## src/design/bsts_pkg.sv

```systemverilog
// Shared types and constants of the beam search top-k selector.
// No dependencies; bsts_cell, bsts_drain and the top level import this package.
package bsts_pkg;

   // Q16.16 extremes; the minimum stands for minus infinity.
   localparam logic [31:0] Q_MIN = 32'h8000_0000;
   localparam logic [31:0] Q_MAX = 32'h7FFF_FFFF;
   localparam logic [31:0] Q_MIN_P1 = 32'h8000_0001;

   // Configuration register indexes.
   localparam logic [2:0] REG_BEAMS = 3'd0;
   localparam logic [2:0] REG_THRESH = 3'd1;
   localparam logic [2:0] REG_EOS_A = 3'd2;
   localparam logic [2:0] REG_EOS_B = 3'd3;
   localparam logic [2:0] REG_EOS_EN = 3'd4;

   // One candidate held by a cell of the sorted chain.
   typedef struct packed {
      logic        vld;
      logic [31:0] score;
      logic [3:0]  beam;
      logic [15:0] tok;
   } cand_type;

   // Per-cycle control that all cells share.
   typedef struct packed {
      logic take;      // an input beat is taken this cycle
      logic ins;       // insert the new candidate
      logic pre_clr;   // treat the chain as empty before the insert
      logic post_clr;  // empty the chain after this cycle
   } cell_ctl_type;

   // One result waiting in the drain.
   typedef struct packed {
      logic [3:0]  src;
      logic [15:0] tok;
      logic [31:0] score;
      logic        eos;
      logic        done;
   } out_ent_type;

endpackage

```

## src/design/bsts_cell.sv

```systemverilog
// One cell of the sorted candidate chain: keeps its entry, takes the new
// candidate, or takes its left neighbor's entry. Depends on bsts_pkg.
module bsts_cell import bsts_pkg::*; (
   input  logic         clock,
   input  logic         reset,
   input  logic         en,         // this slot lies below the active beam count
   input  cell_ctl_type ctl,
   input  cand_type     new_cand,
   input  logic         left_keep,  // left neighbor keeps its own entry
   input  cand_type     left_cand,
   output logic         keep,
   output cand_type     cur,
   output cand_type     nxt
);

   cand_type cand_ff;
   cand_type cand_in;

   // Insert step: an equal score already held wins over the new arrival.
   // A slot beyond the beam count is dropped only when a beat is taken or the chain is emptied.
   always_comb begin
      cur = cand_ff;
      cur.vld = cand_ff.vld & en & ~ctl.pre_clr;
      keep = cur.vld && ($signed(cur.score) >= $signed(new_cand.score));
      nxt = cur;
      if (ctl.ins && !keep) begin
         if (left_keep) begin
            nxt = new_cand;
         end else begin
            nxt = left_cand;
         end
      end
      if (!en) begin
         nxt.vld = 1'b0;
      end
      cand_in = ctl.take ? nxt : cand_ff;
      if (ctl.post_clr) begin
         cand_in.vld = 1'b0;
      end
   end

   // The valid bit is control state; the rest is payload.
   always_ff @(posedge clock) begin
      if (reset) begin
         cand_ff.vld <= 1'b0;
      end else begin
         cand_ff.vld <= cand_in.vld;
      end
   end

   always_ff @(posedge clock) begin
      cand_ff.score <= cand_in.score;
      cand_ff.beam <= cand_in.beam;
      cand_ff.tok <= cand_in.tok;
   end

endmodule

```

## src/design/bsts_drain.sv

```systemverilog
// Output drain: a row of result stages that shifts one result out per beat.
// Depends on bsts_pkg.
module bsts_drain import bsts_pkg::*; #(
   parameter int MAX_BEAMS = 4,
   parameter int KW = 3
) (
   input  logic        clock,
   input  logic        reset,
   input  logic        load,
   input  logic [KW-1:0] load_cnt,
   input  logic        load_all,
   input  out_ent_type load_ent [MAX_BEAMS],
   input  logic        rsp_tready,
   output logic        rsp_tvalid,
   output logic        rsp_tlast,
   output out_ent_type head,
   output logic [3:0]  slot,
   output logic        every_done,
   output logic        free
);

   logic [KW-1:0] cnt_ff, cnt_in;
   logic [3:0]    slot_ff, slot_in;
   logic          all_ff, all_in;
   out_ent_type   ent_ff [MAX_BEAMS];
   logic          beat;

   assign rsp_tvalid = (cnt_ff != '0);
   assign rsp_tlast = (cnt_ff == KW'(1));
   assign beat = rsp_tvalid && rsp_tready;
   assign free = (cnt_ff == '0) || (rsp_tlast && rsp_tready);
   assign head = ent_ff[0];
   assign slot = slot_ff;
   assign every_done = all_ff;

   // A new step loads over the last beat of the old one.
   always_comb begin
      cnt_in = cnt_ff;
      slot_in = slot_ff;
      all_in = all_ff;
      if (load) begin
         cnt_in = load_cnt;
         slot_in = '0;
         all_in = load_all;
      end else if (beat) begin
         cnt_in = cnt_ff - KW'(1);
         slot_in = slot_ff + 4'd1;
      end
   end

   always_ff @(posedge clock) begin
      if (reset) begin
         cnt_ff <= '0;
         slot_ff <= '0;
      end else begin
         cnt_ff <= cnt_in;
         slot_ff <= slot_in;
      end
   end

   always_ff @(posedge clock) begin
      all_ff <= all_in;
   end

   // Result stages shift toward the head on every beat.
   always_ff @(posedge clock) begin
      if (load) begin
         for (int i = 0; i < MAX_BEAMS; i++) begin
            ent_ff[i] <= load_ent[i];
         end
      end else if (beat) begin
         for (int i = 0; i < MAX_BEAMS - 1; i++) begin
            ent_ff[i] <= ent_ff[i + 1];
         end
      end
   end

endmodule

```

## src/design/beam_search_topk_selector.sv

```systemverilog
// Beam search top-k selector: per-beam score state, sorted candidate chain
// and output drain. Depends on bsts_pkg, bsts_cell and bsts_drain.
//
//  Channel | Direction | Carries
//  req_    | in        | one log-probability with beam and token per beat
//  rsp_    | out       | one slot result per beat, K beats per decoding step
//  csr_    | in        | register writes, no read-back
//
// An item is taken every cycle while req_tready is high; each beat that passes the
// beam and threshold checks inserts into the cell chain at once. A step-end beat
// hands the chain to the drain in the same cycle when the drain is empty or sends its
// last beat then; otherwise req_tready drops until it does. Results leave one per
// cycle, K per step, stalled by rsp_tready. Reset is synchronous; no clearing pass follows.
module beam_search_topk_selector import bsts_pkg::*; #(
   parameter int MAX_BEAMS = 4,
   parameter int TOKEN_BITS = 16
) (
   input  logic        clock,
   input  logic        reset,
   input  logic        req_tvalid,
   output logic        req_tready,
   input  logic [55:0] req_tdata,   // log_prob, beam_index, token_index, zero pad
   input  logic        req_tlast,   // step_end
   input  logic        req_tuser,   // new_search
   output logic        rsp_tvalid,
   input  logic        rsp_tready,
   output logic [63:0] rsp_tdata,   // slot, source_beam, token, score,
                                    // is_end_token, slot_done, every_done, zero pad
   output logic        rsp_tlast,   // last
   input  logic        csr_we,
   input  logic [2:0]  csr_addr,
   input  logic [31:0] csr_wdata
);

   localparam int KW = $clog2(MAX_BEAMS + 1);
   localparam int BW = (MAX_BEAMS > 1) ? $clog2(MAX_BEAMS) : 1;
   localparam int TOK_W = (TOKEN_BITS < 16) ? TOKEN_BITS : 16;

   // Configuration registers.
   logic [4:0]  beams_ff;
   logic [31:0] thr_ff;
   logic [15:0] eos_a_ff, eos_b_ff;
   logic [1:0]  eos_en_ff;

   always_ff @(posedge clock) begin
      if (reset) begin
         beams_ff <= 5'd4;
         thr_ff <= Q_MIN;
         eos_a_ff <= '0;
         eos_b_ff <= '0;
         eos_en_ff <= 2'b01;
      end else if (csr_we) begin
         unique case (csr_addr)
            REG_BEAMS: beams_ff <= csr_wdata[4:0];
            REG_THRESH: thr_ff <= csr_wdata;
            REG_EOS_A: eos_a_ff <= csr_wdata[15:0];
            REG_EOS_B: eos_b_ff <= csr_wdata[15:0];
            REG_EOS_EN: eos_en_ff <= csr_wdata[1:0];
            default: ;
         endcase
      end
   end

   // Active beam count, clamped to 1..MAX_BEAMS.
   logic [KW-1:0] k;
   always_comb begin
      if (beams_ff == 5'd0) begin
         k = KW'(1);
      end else if (beams_ff > 5'(MAX_BEAMS)) begin
         k = KW'(MAX_BEAMS);
      end else begin
         k = KW'(beams_ff);
      end
   end

   // Input beat fields.
   logic [31:0] lp;
   logic [3:0]  beam;
   logic [15:0] tok;
   logic        acc, ns;
   logic        end_pend_ff, end_pend_in;

   assign lp = req_tdata[31:0];
   assign beam = req_tdata[35:32];
   always_comb begin
      tok = '0;
      tok[TOK_W-1:0] = req_tdata[36 +: TOK_W];
   end
   assign req_tready = !end_pend_ff;
   assign acc = req_tvalid && req_tready;
   assign ns = acc && req_tuser;

   // Beam state, seen after a new-search restart of this beat.
   logic [31:0] bs_ff [MAX_BEAMS];
   logic        fin_ff [MAX_BEAMS];
   logic [31:0] bv_score [MAX_BEAMS];
   logic        bv_fin [MAX_BEAMS];

   always_comb begin
      for (int i = 0; i < MAX_BEAMS; i++) begin
         if (ns) begin
            bv_score[i] = (i == 0) ? 32'd0 : Q_MIN;
            bv_fin[i] = 1'b0;
         end else begin
            bv_score[i] = bs_ff[i];
            bv_fin[i] = fin_ff[i];
         end
      end
   end

   // Score of the new candidate, with minus infinity and saturation.
   logic        beam_ok;
   logic [31:0] bsel;
   logic signed [32:0] s33;
   logic [31:0] sum;
   logic        ins;

   always_comb begin
      beam_ok = ({1'b0, beam} < 5'(k)) && !bv_fin[beam[BW-1:0]];
      bsel = bv_score[beam[BW-1:0]];
      s33 = $signed({bsel[31], bsel}) + $signed({lp[31], lp});
      if (bsel == Q_MIN || lp == Q_MIN) begin
         sum = Q_MIN;
      end else if (s33 > $signed({1'b0, Q_MAX})) begin
         sum = Q_MAX;
      end else if (s33 < $signed({1'b1, Q_MIN_P1})) begin
         sum = Q_MIN_P1;
      end else begin
         sum = s33[31:0];
      end
      ins = acc && beam_ok && ($signed(sum) >= $signed(thr_ff));
   end

   // Hand-off to the drain, now or once the drain frees.
   logic drain_free, snap;
   assign snap = drain_free && (end_pend_ff || (acc && req_tlast));
   assign end_pend_in = end_pend_ff ? !drain_free : (acc && req_tlast && !drain_free);

   always_ff @(posedge clock) begin
      if (reset) begin
         end_pend_ff <= 1'b0;
      end else begin
         end_pend_ff <= end_pend_in;
      end
   end

   // Sorted candidate chain, best in cell 0.
   cell_ctl_type ctl;
   cand_type     new_cand;
   cand_type     cell_cur [MAX_BEAMS];
   cand_type     cell_nxt [MAX_BEAMS];
   logic [MAX_BEAMS-1:0] keep;

   assign ctl.take = acc;
   assign ctl.ins = ins;
   assign ctl.pre_clr = ns;
   assign ctl.post_clr = snap;
   assign new_cand.vld = 1'b1;
   assign new_cand.score = sum;
   assign new_cand.beam = beam;
   assign new_cand.tok = tok;

   for (genvar g = 0; g < MAX_BEAMS; g++) begin : g_cell
      logic     lk;
      cand_type lc;
      if (g == 0) begin : g_head
         assign lk = 1'b1;
         assign lc = '0;
      end else begin : g_body
         assign lk = keep[g - 1];
         assign lc = cell_cur[g - 1];
      end
      bsts_cell u_cell (
         .clock     (clock),
         .reset     (reset),
         .en        (KW'(g) < k),
         .ctl       (ctl),
         .new_cand  (new_cand),
         .left_keep (lk),
         .left_cand (lc),
         .keep      (keep[g]),
         .cur       (cell_cur[g]),
         .nxt       (cell_nxt[g])
      );
   end

   // Results of the step and the beam state they leave behind.
   out_ent_type ent [MAX_BEAMS];
   logic        all_fin, all_new;

   always_comb begin
      cand_type c;
      all_fin = 1'b1;
      for (int i = 0; i < MAX_BEAMS; i++) begin
         if (KW'(i) < k && !bv_fin[i]) begin
            all_fin = 1'b0;
         end
      end
      all_new = 1'b1;
      for (int i = 0; i < MAX_BEAMS; i++) begin
         c = end_pend_ff ? cell_cur[i] : cell_nxt[i];
         if (all_fin) begin
            ent[i].src = 4'(i);
            ent[i].tok = '0;
            ent[i].score = bv_score[i];
            ent[i].eos = 1'b0;
            ent[i].done = 1'b1;
         end else if (c.vld) begin
            ent[i].src = c.beam;
            ent[i].tok = c.tok;
            ent[i].score = c.score;
            ent[i].eos = (eos_en_ff[0] && c.tok == eos_a_ff) ||
                         (eos_en_ff[1] && c.tok == eos_b_ff);
            ent[i].done = ent[i].eos;
         end else begin
            ent[i].src = '0;
            ent[i].tok = '0;
            ent[i].score = Q_MIN;
            ent[i].eos = 1'b0;
            ent[i].done = 1'b1;
         end
         if (KW'(i) < k && !ent[i].done) begin
            all_new = 1'b0;
         end
      end
   end

   // Beam state update: restart, then the step's new beams.
   always_ff @(posedge clock) begin
      if (reset) begin
         for (int i = 0; i < MAX_BEAMS; i++) begin
            bs_ff[i] <= (i == 0) ? 32'd0 : Q_MIN;
            fin_ff[i] <= 1'b0;
         end
      end else begin
         for (int i = 0; i < MAX_BEAMS; i++) begin
            if (snap && !all_fin && KW'(i) < k) begin
               bs_ff[i] <= ent[i].score;
               fin_ff[i] <= ent[i].done;
            end else begin
               bs_ff[i] <= bv_score[i];
               fin_ff[i] <= bv_fin[i];
            end
         end
      end
   end

   // Output drain and result packing.
   out_ent_type head;
   logic [3:0]  slot;
   logic        every_done;

   bsts_drain #(
      .MAX_BEAMS (MAX_BEAMS),
      .KW        (KW)
   ) u_drain (
      .clock      (clock),
      .reset      (reset),
      .load       (snap),
      .load_cnt   (k),
      .load_all   (all_fin || all_new),
      .load_ent   (ent),
      .rsp_tready (rsp_tready),
      .rsp_tvalid (rsp_tvalid),
      .rsp_tlast  (rsp_tlast),
      .head       (head),
      .slot       (slot),
      .every_done (every_done),
      .free       (drain_free)
   );

   assign rsp_tdata = {5'd0, every_done, head.done, head.eos, head.score, head.tok,
                       head.src, slot};

endmodule

```

## config.mk

```make
export PLATFORM = sky130hd
export DESIGN_NAME = beam_search_topk_selector
export DESIGN_NICKNAME = d
export VERILOG_FILES = /design/src/design/bsts_pkg.sv /design/src/design/bsts_cell.sv /design/src/design/bsts_drain.sv /design/src/design/beam_search_topk_selector.sv
export SDC_FILE = /design/constraint.sdc
export NUM_CORES = 2
export LEC_CHECK = 0
export BUFFER_PORTS_ARGS = -buffer_cell sky130_fd_sc_hd__buf_2
export CORE_UTILIZATION = 45
export CTS_CLUSTER_DIAMETER = 30
export CTS_CLUSTER_SIZE = 12
export DETAILED_ROUTE_END_ITERATION = 8
export PLACE_DENSITY = 0.65
export SLEW_MARGIN = 20
export SYNTH_ARGS = -nofsm -noshare
export SYNTH_HDL_FRONTEND = slang
export SYNTH_SLANG_ARGS = --single-unit
```

## constraint.sdc

```tcl
create_clock -name clock -period 26.2 [get_ports clock]
set_clock_uncertainty 0.1 [all_clocks]
set_input_delay 2.62 -clock clock [delete_from_list [all_inputs] [get_ports clock]]
set_output_delay 2.62 -clock clock [all_outputs]
set_load 0.01 [all_outputs]
```

==> reports/qor.csv <==
stage,metric,value,unit
clocking,clock-pin slew on the worst setup and hold paths,0.05,ns
die,row count,108,
synthesis,"EDFF count, synth",557,
die,Starting Density,0.457,
setup_path,Worst setup SP type,input pin,
synthesis,Yosys cell types,96,
hold_path,class of the worst hold path,reg2reg,
setup_path,CP max stage cell,nor4_1,
clocking,clock root cell,clkbuf_16,
cells_and_area,fin area,47400,um2
setup_path,worst r2r src,end_pend_ff$_SDFF_PP0_,
cells_and_area,Layout Cells excl Fill,5646,
setup_path,R2R Setup Slk,13.02,ns
setup_path,Worst Setup End Kind,flip-flop,
setup_path,Setup CP Type,in2reg,
outcome,outcome,completed,
synthesis,Syn Std Cell Area,39900,um2
sta,post-layout min period,15.00,ns
hold_path,hold-critical path endpoint,thr_ff[27]$_SDFFE_PP0P_,
setup_path,worst-path fanout max,53,
sta,Final Setup Violations,0,
clocking,Resized cells post-CTS,0,
setup_path,Crit path top cell by count,buf_4,
power_and_ir_drop,Seq pwr share,0.315,
clocking,setup repair bufs after CTS,0,
hold_path,hold path cells,2,
power_and_ir_drop,Internal,3.21,mW
clocking,clk buf depth,3,
cells_and_area,Final Net Count,4650,
sta,TNS Setup,0,ns
synthesis,register area share after synthesis,0.461,
route,DRC Markers,0,
die,Core ar.,87300,um2
setup_path,Worst path max stage delay,1.07,ns
synthesis,main flop type after synthesis,edfxtp_1,
sta,max_slew headroom,0.179,
clocking,H-tree lvl count,4,
synthesis,"top cells by area, synth","edfxtp_1 42%, ha_1 6.2%, a21oi_1 5.3%",
placement,placed cell count,5345,
die,Die Ht,300,um
route,1st-pass router iterations,6,
clocking,clock tree sinks,640,
global_routing,largest net degree at the start of global routing,179,
synthesis,cell taking the most area after synthesis,edfxtp_1,
route,Vias/cell,6.36,
placement,dpl ws,11.10,ns
power_and_ir_drop,P per Cell Area,108,nW/um2
placement,DP Area,42100,um2
global_routing,vias in the first global route,34700,
sta,unrepaired setup endpoints after global routing,false,
synthesis,top cell type's share of synthesized area,0.420,
clocking,CTS Hold Bufs,0,
power_and_ir_drop,leakage power,18.6,nW
setup_path,R2R cell count,33,
route,via count of the routed design,35900,
route,Final ANT Viol Nets,0,
setup_path,R2R Path End,u_drain.every_done$_DFFE_PP_,
route,Iter 0 DRT Violations,3966,
synthesis,cells after synthesis,4121,
run,max cap viols,0,
synthesis,Yosys warnings,0,
clocking,CTS buffer count,160,
route,WL final,164000,um
placement,gp weighted congestion,1.01,
power_and_ir_drop,power consumption,5.11,mW
route,wire length per cell,29.0,um
cells_and_area,Syn-to-layout area delta,18.9,%
power_and_ir_drop,Clk network pwr share,0.373,
sta,Worst-Margin Slew,1.22,ns
power_and_ir_drop,share of total power in combinational logic,0.312,
synthesis,"Avg Cell Area, Syn",9.67,um2
placement,# port buffers,155,
sta,"Hold Vio Cnt, Final",0,
global_routing,remaining global-route overflow,0,
power_and_ir_drop,Sw Pwr,1.90,mW
sta,Final Worst Setup Slack,11.20,ns
power_and_ir_drop,switch share,0.372,
synthesis,register bit total from synthesis,640,
cells_and_area,share of layout cells above drive strength 1,0.136,
die,DIE AREA,89800,um2
die,Die W,300,um
setup_path,Worst Path Required,26.66,ns
sta,Max Fclk,66.7,MHz
clocking,clock latency on the worst-skew pair,0.76,ns
sta,Tcrit/Tclk final,0.572,
hold_path,hold_sp,thr_ff[27]$_SDFFE_PP0P_,
setup_path,Critical Path AT,15.46,ns
sta,"Slew Viols, Final",0,
power_and_ir_drop,Worst IR Drop VDD,0.0000716,V
global_routing,All-Layer GR Usage,0.360,
global_routing,global-route wire length before repair,236000,um
synthesis,ys async rst share,0,
placement,DP Wirelength,111000,um
global_routing,initial antenna violation count,5,
clocking,CTS tree,done,
die,Ports,165,
-- layer usage --
layer	routed length [um]	up-vias	share of wire	GRT usage
met3	16500	608	0.10	0.0876
met4	14500	4	0.088	0.279
met1	59500	17200	0.36	0.425
li1	-	15800	-	-
met5	27	-	0.00016	0
met2	73500	2269	0.45	0.566
-- power groups by stage --
stage | clock, mW | combinational, mW | sequential, mW
global route | 1.96 | 1.70 | 1.63
floorplan | 0 | 0.947 | 1.62
finish | 1.90 | 1.60 | 1.61
detailed placement | 0 | 1.55 | 1.62
global placement | 0 | 1.53 | 1.61
CTS | 1.91 | 1.56 | 1.60
-- worst max-delay path: cells and delay by family --
| kind | cells | cell delay, ns |
|---|---|---|
| xor+xnor | 1 | 0.17 |
| buf+inv | 5 | 2.52 |
| simple gates | 11 | 4.44 |
| fa+ha+maj | 3 | 0.98 |
| compound gates | 15 | 4.63 |
-- synthesized netlist by cell type (12+ instances only) --
| library cell | n |
|---|---|
| mux2_2 | 12 |
| edfxtp_1 | 557 |
| a31o_2 | 26 |
| a21o_1 | 46 |
| a22oi_1 | 16 |
| a21oi_1 | 422 |
| nand3_1 | 107 |
| nand2b_1 | 35 |
| nand4_1 | 54 |
| o21a_1 | 86 |
| xnor2_1 | 95 |
| nor2_1 | 288 |
| a211oi_1 | 29 |
| nand2_1 | 475 |
| o2111ai_1 | 18 |
| a221o_1 | 15 |
| o22ai_1 | 17 |
| o311ai_1 | 21 |
| and3_1 | 37 |
| o21ai_0 | 208 |
| mux2i_1 | 57 |
| a211o_1 | 13 |
| nor4_1 | 38 |
| xor2_1 | 61 |
| or3_1 | 17 |
| and2_1 | 45 |
| dfxtp_1 | 83 |
| o21ai_1 | 31 |
| inv_1 | 160 |
| clkbuf_1 | 237 |
| nor3_1 | 41 |
| or2_2 | 21 |
| mux4_2 | 14 |
| a2111oi_0 | 14 |
| a221oi_1 | 49 |
| a31oi_1 | 25 |
| ha_1 | 198 |
| o31ai_1 | 22 |
| nor2b_1 | 42 |
| o211ai_1 | 28 |
| buf_2 | 18 |
| a22o_1 | 145 |
| a21boi_0 | 15 |
| buf_1 | 26 |
-- worst max-delay path by stage --
stage	start	to	slack [ns]	cells after the start
5_1_grt	req_tdata[32]	u_drain.every_done$_DFFE_PP_	11.16	36
3_5_place_dp	req_tdata[32]	u_drain.every_done$_DFFE_PP_	11.10	35
6_report	req_tdata[32]	u_drain.every_done$_DFFE_PP_	11.20	35
4_1_cts	req_tdata[32]	u_drain.every_done$_DFFE_PP_	11.82	35
3_3_place_gp	req_tdata[32]	u_drain.every_done$_DFFE_PP_	11.14	35
2_1_floorplan	req_tvalid	u_drain.every_done$_DFFE_PP_	14.12	13
-- flip-flops by register name (all words and copies together), names as in the netlist --
signal,cells
u_drain.slot,4
eos_en_ff,2
g_cell.u_cell.cur,208
u_drain.ent_ff,216
fin_ff,4
u_drain.cnt_ff,3
eos_b_ff,16
beams_ff,5
end_pend_ff,1
g_cell.u_cell.cand_ff,4
u_drain.every_done,1
bs_ff,128
eos_a_ff,16
thr_ff,32
-- placed cells by master (no fill, tap or decap), drive strengths merged, types with 17 or more instances in the layout --
cell     instances
xnor2           95
a31oi           25
nand2          475
clkbuf         196
dfxtp           83
a21boi          17
nor4            39
nor2b           42
conb           137
clkinv          67
a211oi          35
nor3            42
ha             198
a21oi          424
and3            37
xor2            61
a31o            28
edfxtp         557
and2            45
o2111ai         18
o211ai          32
or2             23
a221oi          49
o311ai          22
o31ai           24
a21o            47
nand2b          35
buf            235
o22ai           17
nor2           289
nand4           54
a22o           145
mux2i           57
o21ai          240
inv            168
nand3          107
o21a            86
or3             17
-- final cells by class --
cell class	instances	area [um2]
fill	7887	39900
timing repair buffer	235	1400
sequential	640	18400
antenna	1	2.50
multi-input combinational	3156	20300
clock inverter	103	1030
clock buffer	196	4190
tap	1155	1450
inverter	160	601
-- metrics by stage --
step	hold slack (ns)	util
after CTS	0.355	0.542
after floorplan	0.336	-
after detailed placement	0.348	0.483
final	0.354	0.543
after global placement	0.345	0.483
after global routing	0.376	0.543
-- kinds of logic (layout without fill, tap and decap cells) --
| kind of cell | after synthesis | in the layout | synth area share |
|---|---|---|---|
| AO/OA/AOI/OAI | 1326 | 1326 | 0.222 |
| AND/OR/NAND/NOR | 1252 | 1252 | 0.147 |
| flip-flops | 640 | 640 | 0.461 |
| buffers and inverters | 460 | 694 | 0.0465 |
| adder cells (fa/ha/maj) | 202 | 202 | 0.0634 |
| XOR/XNOR | 156 | 156 | 0.0343 |
| multiplexers | 83 | 83 | 0.0256 |
| other | 2 | 138 | 0.000188 |
Power figures use the tool's default switching activity.
